**src/three_wire_rtc_serial_master_defines.svh**
```systemverilog
// Assertion macros shared by the three-wire RTC serial master RTL.
`ifndef THREE_WIRE_RTC_SERIAL_MASTER_DEFINES_SVH
`define THREE_WIRE_RTC_SERIAL_MASTER_DEFINES_SVH

`ifndef SYNTHESIS
// Checked while reset is released.
`define RTCS_ASSERT(lbl, clk, rstn, prop) \
  lbl: assert property (@(posedge clk) disable iff (!rstn) prop) \
    else $error("rtcs assertion failed");
// Checked on every edge, reset included.
`define RTCS_ASSERT_ALWAYS(lbl, clk, prop) \
  lbl: assert property (@(posedge clk) prop) \
    else $error("rtcs assertion failed");
`else
`define RTCS_ASSERT(lbl, clk, rstn, prop)
`define RTCS_ASSERT_ALWAYS(lbl, clk, prop)
`endif

`endif

```
**src/rtcs_pkg.sv**
```systemverilog
// Shared types and constants of the three-wire RTC serial master.
package rtcs_pkg;

  localparam int unsigned HalfPeriodWidth = 16;
  localparam int unsigned ByteWidth       = 8;
  localparam int unsigned ShiftOutWidth   = 2 * ByteWidth;
  localparam int unsigned BitIndexWidth   = 4;

  localparam logic [HalfPeriodWidth-1:0] HalfPeriodReset = 16'd10;

  // Pin levels and status reported for one tick.
  typedef struct packed {
    logic                 chip_enable;
    logic                 serial_clock;
    logic                 line_out;
    logic                 line_drive;
    logic                 busy_res;
    logic                 done_res;
    logic [ByteWidth-1:0] read_data;
  } result_t;

endpackage

```
**src/rtcs_seq.sv**
```systemverilog
// Phase sequencer: advances the serial waveform by one tick per transaction.
`include "three_wire_rtc_serial_master_defines.svh"

module rtcs_seq (
  input  logic                                 clk_i,
  input  logic                                 rst_ni,
  input  logic                                 adv_i,
  input  logic [rtcs_pkg::HalfPeriodWidth-1:0] half_period_i,
  input  logic                                 start_req_i,
  input  logic                                 mode_i,
  input  logic [rtcs_pkg::ByteWidth-1:0]       address_i,
  input  logic [rtcs_pkg::ByteWidth-1:0]       write_data_i,
  input  logic                                 line_in_i,
  output rtcs_pkg::result_t                    res_o
);

  typedef enum logic [3:0] {
    PhIdle    = 4'd0,
    PhPreCe   = 4'd1,
    PhPreClk  = 4'd2,
    PhRdGap   = 4'd3,
    PhShSet   = 4'd4,
    PhShHi    = 4'd5,
    PhShLo    = 4'd6,
    PhTailGap = 4'd7,
    PhTailHi  = 4'd8,
    PhTailLo  = 4'd9
  } phase_e;

  phase_e                                 phase_q, phase_d;
  logic [rtcs_pkg::HalfPeriodWidth-1:0]   tick_q, tick_d;
  logic [rtcs_pkg::BitIndexWidth-1:0]     bit_q, bit_d;
  logic [rtcs_pkg::ShiftOutWidth-1:0]     sout_q, sout_d;
  logic [rtcs_pkg::ByteWidth-1:0]         sin_q, sin_d;
  logic                                   rd_q, rd_d;
  logic                                   done;
  logic [rtcs_pkg::HalfPeriodWidth-1:0]   tick_inc;
  logic                                   in_data_byte;

  assign tick_inc = tick_q + 1'b1;

  always_comb begin
    phase_d = phase_q;
    tick_d  = tick_q;
    bit_d   = bit_q;
    sout_d  = sout_q;
    sin_d   = sin_q;
    rd_d    = rd_q;
    done    = 1'b0;
    if (phase_q == PhIdle) begin
      if (start_req_i) begin
        rd_d    = mode_i;
        sout_d  = mode_i ? {{rtcs_pkg::ByteWidth{1'b0}}, address_i}
                         : {write_data_i, address_i};
        bit_d   = '0;
        tick_d  = '0;
        phase_d = PhPreCe;
      end
    end else if (tick_inc >= half_period_i) begin
      tick_d = '0;
      case (phase_q)
        PhPreCe:   phase_d = PhPreClk;
        PhPreClk:  phase_d = rd_q ? PhRdGap : PhShSet;
        PhRdGap:   phase_d = PhShSet;
        PhShSet: begin
          // Read bits arrive LSB first, so each sample enters at the top.
          if (rd_q && bit_q[rtcs_pkg::BitIndexWidth-1]) begin
            sin_d = {line_in_i, sin_q[rtcs_pkg::ByteWidth-1:1]};
          end
          phase_d = PhShHi;
        end
        PhShHi:    phase_d = PhShLo;
        PhShLo: begin
          if (bit_q == '1) begin
            phase_d = rd_q ? PhTailGap : PhTailHi;
          end else begin
            sout_d  = sout_q >> 1;
            bit_d   = bit_q + 1'b1;
            phase_d = PhShSet;
          end
        end
        PhTailGap: phase_d = PhTailHi;
        PhTailHi:  phase_d = PhTailLo;
        default: begin
          phase_d = PhIdle;
          done    = 1'b1;
        end
      endcase
    end else begin
      tick_d = tick_inc;
    end
  end

  // The reported pins follow the phase entered on this tick.
  always_comb begin
    res_o           = '0;
    res_o.done_res  = done;
    res_o.read_data = sin_d;
    in_data_byte    = rd_d && bit_d[rtcs_pkg::BitIndexWidth-1];
    if (phase_d != PhIdle) begin
      res_o.busy_res     = 1'b1;
      res_o.chip_enable  = phase_d inside {[PhRdGap:PhTailLo]};
      res_o.serial_clock = (phase_d == PhShHi) || (phase_d == PhTailHi);
      if (phase_d inside {[PhShSet:PhShLo]}) begin
        res_o.line_drive = !in_data_byte;
      end else if (phase_d inside {PhTailHi, PhTailLo}) begin
        res_o.line_drive = !rd_d;
      end
      res_o.line_out = res_o.line_drive && sout_d[0];
    end
  end

  always_ff @(posedge clk_i or negedge rst_ni) begin
    if (!rst_ni) begin
      phase_q <= PhIdle;
      tick_q  <= '0;
      bit_q   <= '0;
      sout_q  <= '0;
      sin_q   <= '0;
      rd_q    <= 1'b0;
    end else if (adv_i) begin
      phase_q <= phase_d;
      tick_q  <= tick_d;
      bit_q   <= bit_d;
      sout_q  <= sout_d;
      sin_q   <= sin_d;
      rd_q    <= rd_d;
    end
  end

  `RTCS_ASSERT(a_idle_tick_zero, clk_i, rst_ni, (phase_q == PhIdle) |-> (tick_q == '0))
  `RTCS_ASSERT(a_done_to_idle, clk_i, rst_ni, (adv_i && done) |=> (phase_q == PhIdle))

endmodule

```
**src/rtcs_obuf.sv**
```systemverilog
// Two-entry result buffer that decouples the tick input from the result output.
`include "three_wire_rtc_serial_master_defines.svh"

module rtcs_obuf (
  input  logic              clk_i,
  input  logic              rst_ni,
  input  logic              push_valid_i,
  output logic              push_stall_o,
  input  rtcs_pkg::result_t push_data_i,
  output logic              out_valid_o,
  input  logic              out_stall_i,
  output rtcs_pkg::result_t out_data_o
);

  rtcs_pkg::result_t main_q, skid_q;
  logic              main_vld_q, skid_vld_q;
  logic              push, pop;

  assign push_stall_o = skid_vld_q;
  assign push         = push_valid_i && !skid_vld_q;
  assign pop          = main_vld_q && !out_stall_i;
  assign out_valid_o  = main_vld_q;
  assign out_data_o   = main_q;

  always_ff @(posedge clk_i or negedge rst_ni) begin
    if (!rst_ni) begin
      main_vld_q <= 1'b0;
      skid_vld_q <= 1'b0;
    end else if (skid_vld_q) begin
      if (pop) begin
        skid_vld_q <= 1'b0;
      end
    end else if (push) begin
      if (main_vld_q && !pop) begin
        skid_vld_q <= 1'b1;
      end
      main_vld_q <= 1'b1;
    end else if (pop) begin
      main_vld_q <= 1'b0;
    end
  end

  // Payload registers carry no reset.
  always_ff @(posedge clk_i) begin
    if (skid_vld_q) begin
      if (pop) begin
        main_q <= skid_q;
      end
    end else if (push) begin
      if (main_vld_q && !pop) begin
        skid_q <= push_data_i;
      end else begin
        main_q <= push_data_i;
      end
    end
  end

  `RTCS_ASSERT(a_skid_needs_main, clk_i, rst_ni, !skid_vld_q || main_vld_q)
  `RTCS_ASSERT(a_skid_fills_on_stall, clk_i, rst_ni, $rose(skid_vld_q) |-> $past(main_vld_q && out_stall_i))

endmodule

```
**src/three_wire_rtc_serial_master.sv**
```systemverilog
// Top level of the three-wire RTC serial master.
// Each accepted input transaction is one timing tick; the block moves the chip enable,
// serial clock and data pins of a single-byte register write or read, one waveform phase
// lasting half_period ticks (one tick if it is zero), and returns one result transaction
// per tick with the pin levels, busy and done flags and the read byte. A tick is accepted
// in every cycle: the phase sequencer updates its state and computes the result in the
// same cycle, and the result is registered into a two-entry output buffer that drives the
// output, so input is stalled only once two results wait to be taken.
// half_period is written through the configuration port, which is always ready; write it
// only while no transaction is in progress.
module three_wire_rtc_serial_master (
  input  logic                                 clk_i,
  input  logic                                 rst_ni,
  input  logic                                 cfg_valid_i,
  output logic                                 cfg_ready_o,
  input  logic [rtcs_pkg::HalfPeriodWidth-1:0] cfg_half_period_i,
  input  logic                                 in_valid_i,
  output logic                                 in_stall_o,
  input  logic                                 start_req_i,
  input  logic                                 mode_i,
  input  logic [rtcs_pkg::ByteWidth-1:0]       address_i,
  input  logic [rtcs_pkg::ByteWidth-1:0]       write_data_i,
  input  logic                                 line_in_i,
  output logic                                 out_valid_o,
  input  logic                                 out_stall_i,
  output logic                                 chip_enable_o,
  output logic                                 serial_clock_o,
  output logic                                 line_out_o,
  output logic                                 line_drive_o,
  output logic                                 busy_res_o,
  output logic                                 done_res_o,
  output logic [rtcs_pkg::ByteWidth-1:0]       read_data_o
);

  logic [rtcs_pkg::HalfPeriodWidth-1:0] half_period_q;
  logic                                 adv;
  rtcs_pkg::result_t                    tick_res, out_res;

  assign cfg_ready_o = 1'b1;
  assign adv         = in_valid_i && !in_stall_o;

  always_ff @(posedge clk_i or negedge rst_ni) begin
    if (!rst_ni) begin
      half_period_q <= rtcs_pkg::HalfPeriodReset;
    end else if (cfg_valid_i && cfg_ready_o) begin
      half_period_q <= cfg_half_period_i;
    end
  end

  rtcs_seq u_seq (
    .clk_i         (clk_i),
    .rst_ni        (rst_ni),
    .adv_i         (adv),
    .half_period_i (half_period_q),
    .start_req_i   (start_req_i),
    .mode_i        (mode_i),
    .address_i     (address_i),
    .write_data_i  (write_data_i),
    .line_in_i     (line_in_i),
    .res_o         (tick_res)
  );

  rtcs_obuf u_obuf (
    .clk_i        (clk_i),
    .rst_ni       (rst_ni),
    .push_valid_i (in_valid_i),
    .push_stall_o (in_stall_o),
    .push_data_i  (tick_res),
    .out_valid_o  (out_valid_o),
    .out_stall_i  (out_stall_i),
    .out_data_o   (out_res)
  );

  assign chip_enable_o  = out_res.chip_enable;
  assign serial_clock_o = out_res.serial_clock;
  assign line_out_o     = out_res.line_out;
  assign line_drive_o   = out_res.line_drive;
  assign busy_res_o     = out_res.busy_res;
  assign done_res_o     = out_res.done_res;
  assign read_data_o    = out_res.read_data;

endmodule

```
**config.mk**
```make
export PLATFORM = sky130hd
export DESIGN_NAME = three_wire_rtc_serial_master
export DESIGN_NICKNAME = d
export VERILOG_FILES = /design/src/rtcs_pkg.sv /design/src/rtcs_seq.sv /design/src/rtcs_obuf.sv /design/src/three_wire_rtc_serial_master.sv
export VERILOG_INCLUDE_DIRS = /design/src /design/src/src
export SDC_FILE = /design/constraint.sdc
export NUM_CORES = 1
export LEC_CHECK = 0
export ABC_AREA = 1
export BUFFER_PORTS_ARGS = -buffer_cell sky130_fd_sc_hd__buf_2
export CORE_MARGIN = 3
export CORE_UTILIZATION = 54
export CTS_BUF_LIST = sky130_fd_sc_hd__clkbuf_8 sky130_fd_sc_hd__clkbuf_16
export DETAILED_ROUTE_END_ITERATION = 16
export PLACE_DENSITY = 0.76
export SLEW_MARGIN = 20
export SYNTH_ARGS = -nofsm -noshare
export SYNTH_HDL_FRONTEND = slang
export SYNTH_HIERARCHICAL = 1
export SYNTH_SLANG_ARGS = --single-unit
```
**constraint.sdc**
```tcl
create_clock -name clk_i -period 6.5 [get_ports clk_i]
set_input_delay 0 -clock clk_i [delete_from_list [all_inputs] [get_ports clk_i]]
set_output_delay 0 -clock clk_i [all_outputs]
set_load 0.01 [all_outputs]
```
# After elaboration in Yosys (flattened, before gate mapping)
# Cells that the tools add are included.
[classes]
n_eq_ne = 16
bitwise_logic = 1
n_reduce_logical = 27
n_mux = 44
n_addsub = 2
order_cmp = 5
[op_table]
columns = ["cell", "n"]
rows = [
  ["$mux 16", 9],
  ["$mux 14", 4],
  ["$mux 4", 10],
  ["$mux 8", 4],
  ["$pmux 4 s8", 1],
  ["$eq 4x3->1 const B", 5],
  ["$add 16x1->16 const B", 1],
  ["$eq 4x4->1 const B", 4],
  ["$ge 16x16->1", 1],
  ["$mux 1", 14],
  ["$reduce_bool 2->1", 5],
  ["$eq 4x2->1 const B", 2],
  ["$logic_and 1x1->1", 8],
  ["$reduce_or 8->1", 1],
  ["$reduce_and 3->1", 2],
  ["$logic_not 1->1", 5],
  ["$mux 5", 1],
  ["$reduce_and 5->1", 1],
  ["$add 4x1->4 const B", 1],
  ["$eq 4x1->1 const B", 1],
  ["$ge 4x2->1 const B", 1],
  ["$ge 4x3->1 const B", 1],
  ["$le 4x3->1 const B", 1],
  ["$le 4x4->1 const B", 1],
  ["other kinds (8)", 11],
]
[totals]
output_inout_bits = 17
in_bits = 40
wordCells = 120
reg_bits = 95

# Depth between registers and ports, before layout
[depth]
depth_word = 15
depth_mapped = 26

# By module
# Netlist, hierarchy kept.
[by_module_without_submodules]
columns = ["module", "area_each_um2", "cells_per_inst", "instances"]
rows = [
  ["rtcs_seq", 3321.9, 446, 1],
  ["rtcs_obuf", 1147.4, 94, 1],
  ["three_wire_rtc_serial_master", 665.6, 72, 1],
]

# Worst setup path after synthesis
# OpenSTA, ideal clock, no wires.
[synth_timing]
path_kind = "register to register"
start = "reg u_seq/tick_q[0] (netlist bit)"
end = "reg u_obuf.main_q (netlist bit u_obuf/out_data_o[11]) (data pin)"
arrival_ns = 2.834
setup_ns = 0.252
stages_incl_launch_ff = 24
required_ns = 6.248
path_slack_ns = 3.414
path_cell_list = "dfrtp_1 -> nand2_1 -> nor2_1 -> nand3_1 -> nor2_2 -> nand2_2 -> nor3_2 -> nand4_1 -> xor2_1 -> ha_1 -> a21oi_1 -> o21ai_1 -> nor2_4 -> nand2_8 -> nand2_1 -> nand2_2 -> nor2_1 -> nand2_1 -> inv_1 -> nand2_1 -> nand2_1 -> nor2_1 -> nand2_1 -> nand2_1"
[synth_rtl]
columns = ["item", "line_no", "source"]
rows = [
  ["start, declared", "rtcs_seq.sv:31", "logic [rtcs_pkg::HalfPeriodWidth-1:0] tick_q, tick_d;"],
  ["start signal, assigned", "rtcs_seq.sv:123", "tick_q <= tick_d;"],
  ["end signal, assigned", "rtcs_obuf.sv:47", "main_q <= skid_q;"],
  ["end signal, assigned", "rtcs_obuf.sv:53", "main_q <= push_data_i;"],
  ["end, declared", "rtcs_obuf.sv:15", "rtcs_pkg::result_t main_q, skid_q;"],
]

==> flow_metrics.py <==
metrics = {
    "status": {
        "status": "finished clean",
    },
    "timing": {
        "clock.fmax_mhz": 274,
        "max_slew_margin_pct": 42.6,
        "finalClockSkew_ps": 16.1,
        "finalSetupTns_ps": 0,
        "fin_crit_sh_pct": 56.1,
        "setup_viol": 0,
        "rsz0062_at_grt": "false",
        "slew_violations": 0,
        "fin_crit_ps": 3650,
        "hold_violations": 0,
        "tightestPinTransition_ps": 860,
    },
    "finish": {
        "drive_gt1_share_pct": 14.6,
        "fin_nets": 757,
        "antenna_cells": 0,
        "syn_to_final_growth_pct": 16.7,
        "stdcell_count": 830,
    },
    "clocking": {
        "htreeDepth": 3,
        "ctsResizeCount": 0,
        "cts_tree": "built",
        "cts_buffer_depth": 2,
        "clk_pin_slew_ps": 100,
        "clkSinkCount": 95,
        "numCtsBuffers": 9,
        "post-cts-setup-buffers": 0,
        "cts_root_buf": "clkbuf_8",
        "clock_latency_ps": 360,
    },
    "placement": {
        "io_buffers": 55,
        "place_congestion": 0.960,
        "hpwlAfterDp_um": 7230,
        "dp.cells": 776,
    },
    "floorplanning": {
        "start_util_pct": 57.2,
        "io-pin-count": 57,
        "core_um2": 8980,
        "placementRows": 34,
        "die_width_um": 104,
        "die_h_um": 104,
        "die_area_um2": 10700,
    },
    "synthesis": {
        "syn_area_um2": 5130,
        "yosysTopAreaCell": "dfrtp_1",
        "synth-seq-cells": 95,
        "synth_most_common_cell": "nand2_1",
        "synthesis.instances": 612,
        "synth_top_area_share_pct": 31.7,
        "ys_seq_area_share_pct": 49.1,
        "yosys_warnings": 6,
        "synth-edff-count": 28,
        "synth_nets": 670,
        "synthTopCellsByArea": "dfrtp_1 (32%), edfxtp_1 (16%), nand2_1 (15%), inv_1 (5.9%), ha_1 (4.4%)",
        "async_reset_ff_share_pct": 70.5,
        "ys.flop_type": "dfrtp_1",
        "synth_common_cells": "nand2_1 (202), inv_1 (81), dfrtp_1 (65), nand3_1 (33), o21ai_0 (31)",
        "syn_area_per_cell_um2": 8.39,
        "ys_types": 37,
    },
    "pwr": {
        "power_density_nw_per_um2": 357,
        "internal-power_mw": 1.27,
        "ir_worst_vdd_v": 0.000165,
        "pwr-share-clk_pct": 17.2,
        "p_sw_share_pct": 40.4,
        "leakage_nw": 3.01,
        "p_sw_mw": 0.865,
        "seq_power_share_pct": 43.8,
        "combPwrFrac_pct": 39.0,
    },
    "grt": {
        "grt_pass1_wl_um": 18400,
        "grt-ovfl-total": 0,
        "grt_pass1_vias": 4158,
        "grt_max_degree": 68,
        "antenna_found_initial": 0,
        "grt_usage_pct": 20.4,
    },
    "critical_path": {
        "startpoint_type": "flip-flop",
        "cp_max_fo": 10,
        "worstSetupPathType": "flip-flop to flip-flop",
        "end_kind": "flip-flop",
        "crit_required_ps": 6610,
        "cp.arrival_ps": 3760,
    },
    "min_path": {
        "hold_class": "input port to flip-flop",
    },
    "detailed_routing": {
        "wl_per_cell_um": 12.8,
        "vias": 4262,
        "wirelength_um": 10600,
        "first_pass_iters": 5,
        "drc_errors": 0,
        "via_per_inst": 5.13,
        "ant_nets": 0,
        "drtIter0Drc": 233,
    },
    "job": {
        "cap_violations": 0,
    },
}
## placed cells by master, fill, tap and decap left out, types with 3 or more instances in the layout
| cell type | instances |
|---|---|
| nand2_1 | 202 |
| inv_1 | 83 |
| nor2_4 | 4 |
| a21oi_1 | 13 |
| dlygate4sd3_1 | 38 |
| edfxtp_1 | 28 |
| nand4_1 | 14 |
| inv_2 | 3 |
| a22oi_1 | 6 |
| o21ai_1 | 14 |
| nor2_1 | 27 |
| nor2_2 | 4 |
| ha_1 | 18 |
| buf_2 | 55 |
| o22ai_1 | 7 |
| clkbuf_8 | 9 |
| o21ai_0 | 31 |
| xor2_1 | 15 |
| dfrtp_1 | 65 |
| nand3_1 | 33 |
| nand2_2 | 9 |
## worst paths after layout
check,cells past startpoint,to,start,slack [ps]
max,23,u_obuf/out_data_o[11],u_seq/tick_q[0],2850
min,3,u_seq/sout_q[6],start_req_i,20
max reg2reg,23,u_obuf/out_data_o[11],u_seq/tick_q[0],2850
max in group asynchronous,3,u_seq/phase_q[2],rst_ni,5560
min in group asynchronous,3,half_period_q[8],rst_ni,360
min reg2reg,2,half_period_q[1],half_period_q[1],470
## worst max-delay path, cell delays in order (launching register included)
cell and delay (ps):
dfrtp_1 420, nand2_1 70, nor2_1 170, nand3_1 150, nor2_2 160, nand2_2 90
nor3_2 210, nand4_1 160, xor2_1 190, ha_1 320, a21oi_1 180, o21ai_1 130
nor2_4 250, nand2_8 110, nand2_1 90, nand2_2 90, nor2_1 190, nand2_1 90
inv_1 60, nand2_1 40, nand2_1 70, nor2_1 50, nand2_1 70, nand2_1 50
## routing by layer
| layer | up-vias | wire length (um) | GRT usage (%) |
|---|---|---|---|
| li1 | 2129 | - | - |
| met1 | 1965 | 4670 | 26.5 |
| met2 | 146 | 5140 | 33.8 |
| met3 | 22 | 527 | 2.99 |
| met4 | 0 | 268 | 9.50 |
| met5 | - | 0 | 0 |
## logic make-up (layout without fill, tap and decap cells)
logic type / Yosys count / in the layout / share of synthesized area [%]
and+or+nand+nor: 301 / 301 / 25.8
buffers and inverters: 104 / 196 / 9.41
DFF: 95 / 95 / 49.1
AOI/OAI and AO/OA: 78 / 78 / 8.70
adders and majority gates: 18 / 18 / 4.39
xor gates and xnor gates: 15 / 15 / 2.56
other: 1 / 1 / 0.0730
## power groups by stage
stage	logic, mW	clock network (mW)	registers (mW)
after floorplan	0.606	0	0.940
after global placement	0.766	0	0.941
after detailed placement	0.800	0	0.946
after CTS	0.825	0.377	0.936
after global routing	0.950	0.399	0.958
final	0.834	0.368	0.936
## state kept, by name, summed over array words and instances (netlist names)
register and flops:
u_seq/phase_q 4, u_seq/sin_q 8, u_obuf/out_valid_o 1, u_seq/rd_q 1, u_obuf/skid_q 14, u_seq/tick_q 16
u_obuf/push_stall_o 1, u_seq/sout_q 16, u_obuf/out_data_o 14, u_seq/bit_q 4, half_period_q 16
## through the flow
| step | power [mW] | hold slack (ps) | setup slack [ps] | utilization [%] | cell area [um2] |
|---|---|---|---|---|---|
| floorplan | 1.55 | -296 | 3410 | - | 5130 |
| global placement | 1.71 | 200 | 3170 | 60.5 | 5430 |
| detailed placement | 1.75 | 202 | 2980 | 60.5 | 5430 |
| CTS | 2.14 | 0.661 | 2910 | 66.7 | 5990 |
| global route | 2.31 | 27.7 | 2600 | 66.8 | 5990 |
| finish | 2.14 | 22.2 | 2850 | 66.8 | 5990 |
## timing repair
action / CTS / global route
endpoints found under the setup margin: 0 / 0
hold buffers: 38 / 0
endpoints found under the hold margin: 98 / 0
## final cells by class
| type | count | area, um2 |
|---|---|---|
| Clock buffer | 10 | 149 |
| Inverter | 85 | 324 |
| Multi-Input combinational cell | 413 | 2140 |
| Tap cell | 126 | 158 |
| Sequential cell | 95 | 2520 |
| Clock inverter | 6 | 35.0 |
| Timing Repair Buffer | 95 | 671 |
| Fill cell | 717 | 2980 |
Power figures use the tool's default switching activity.
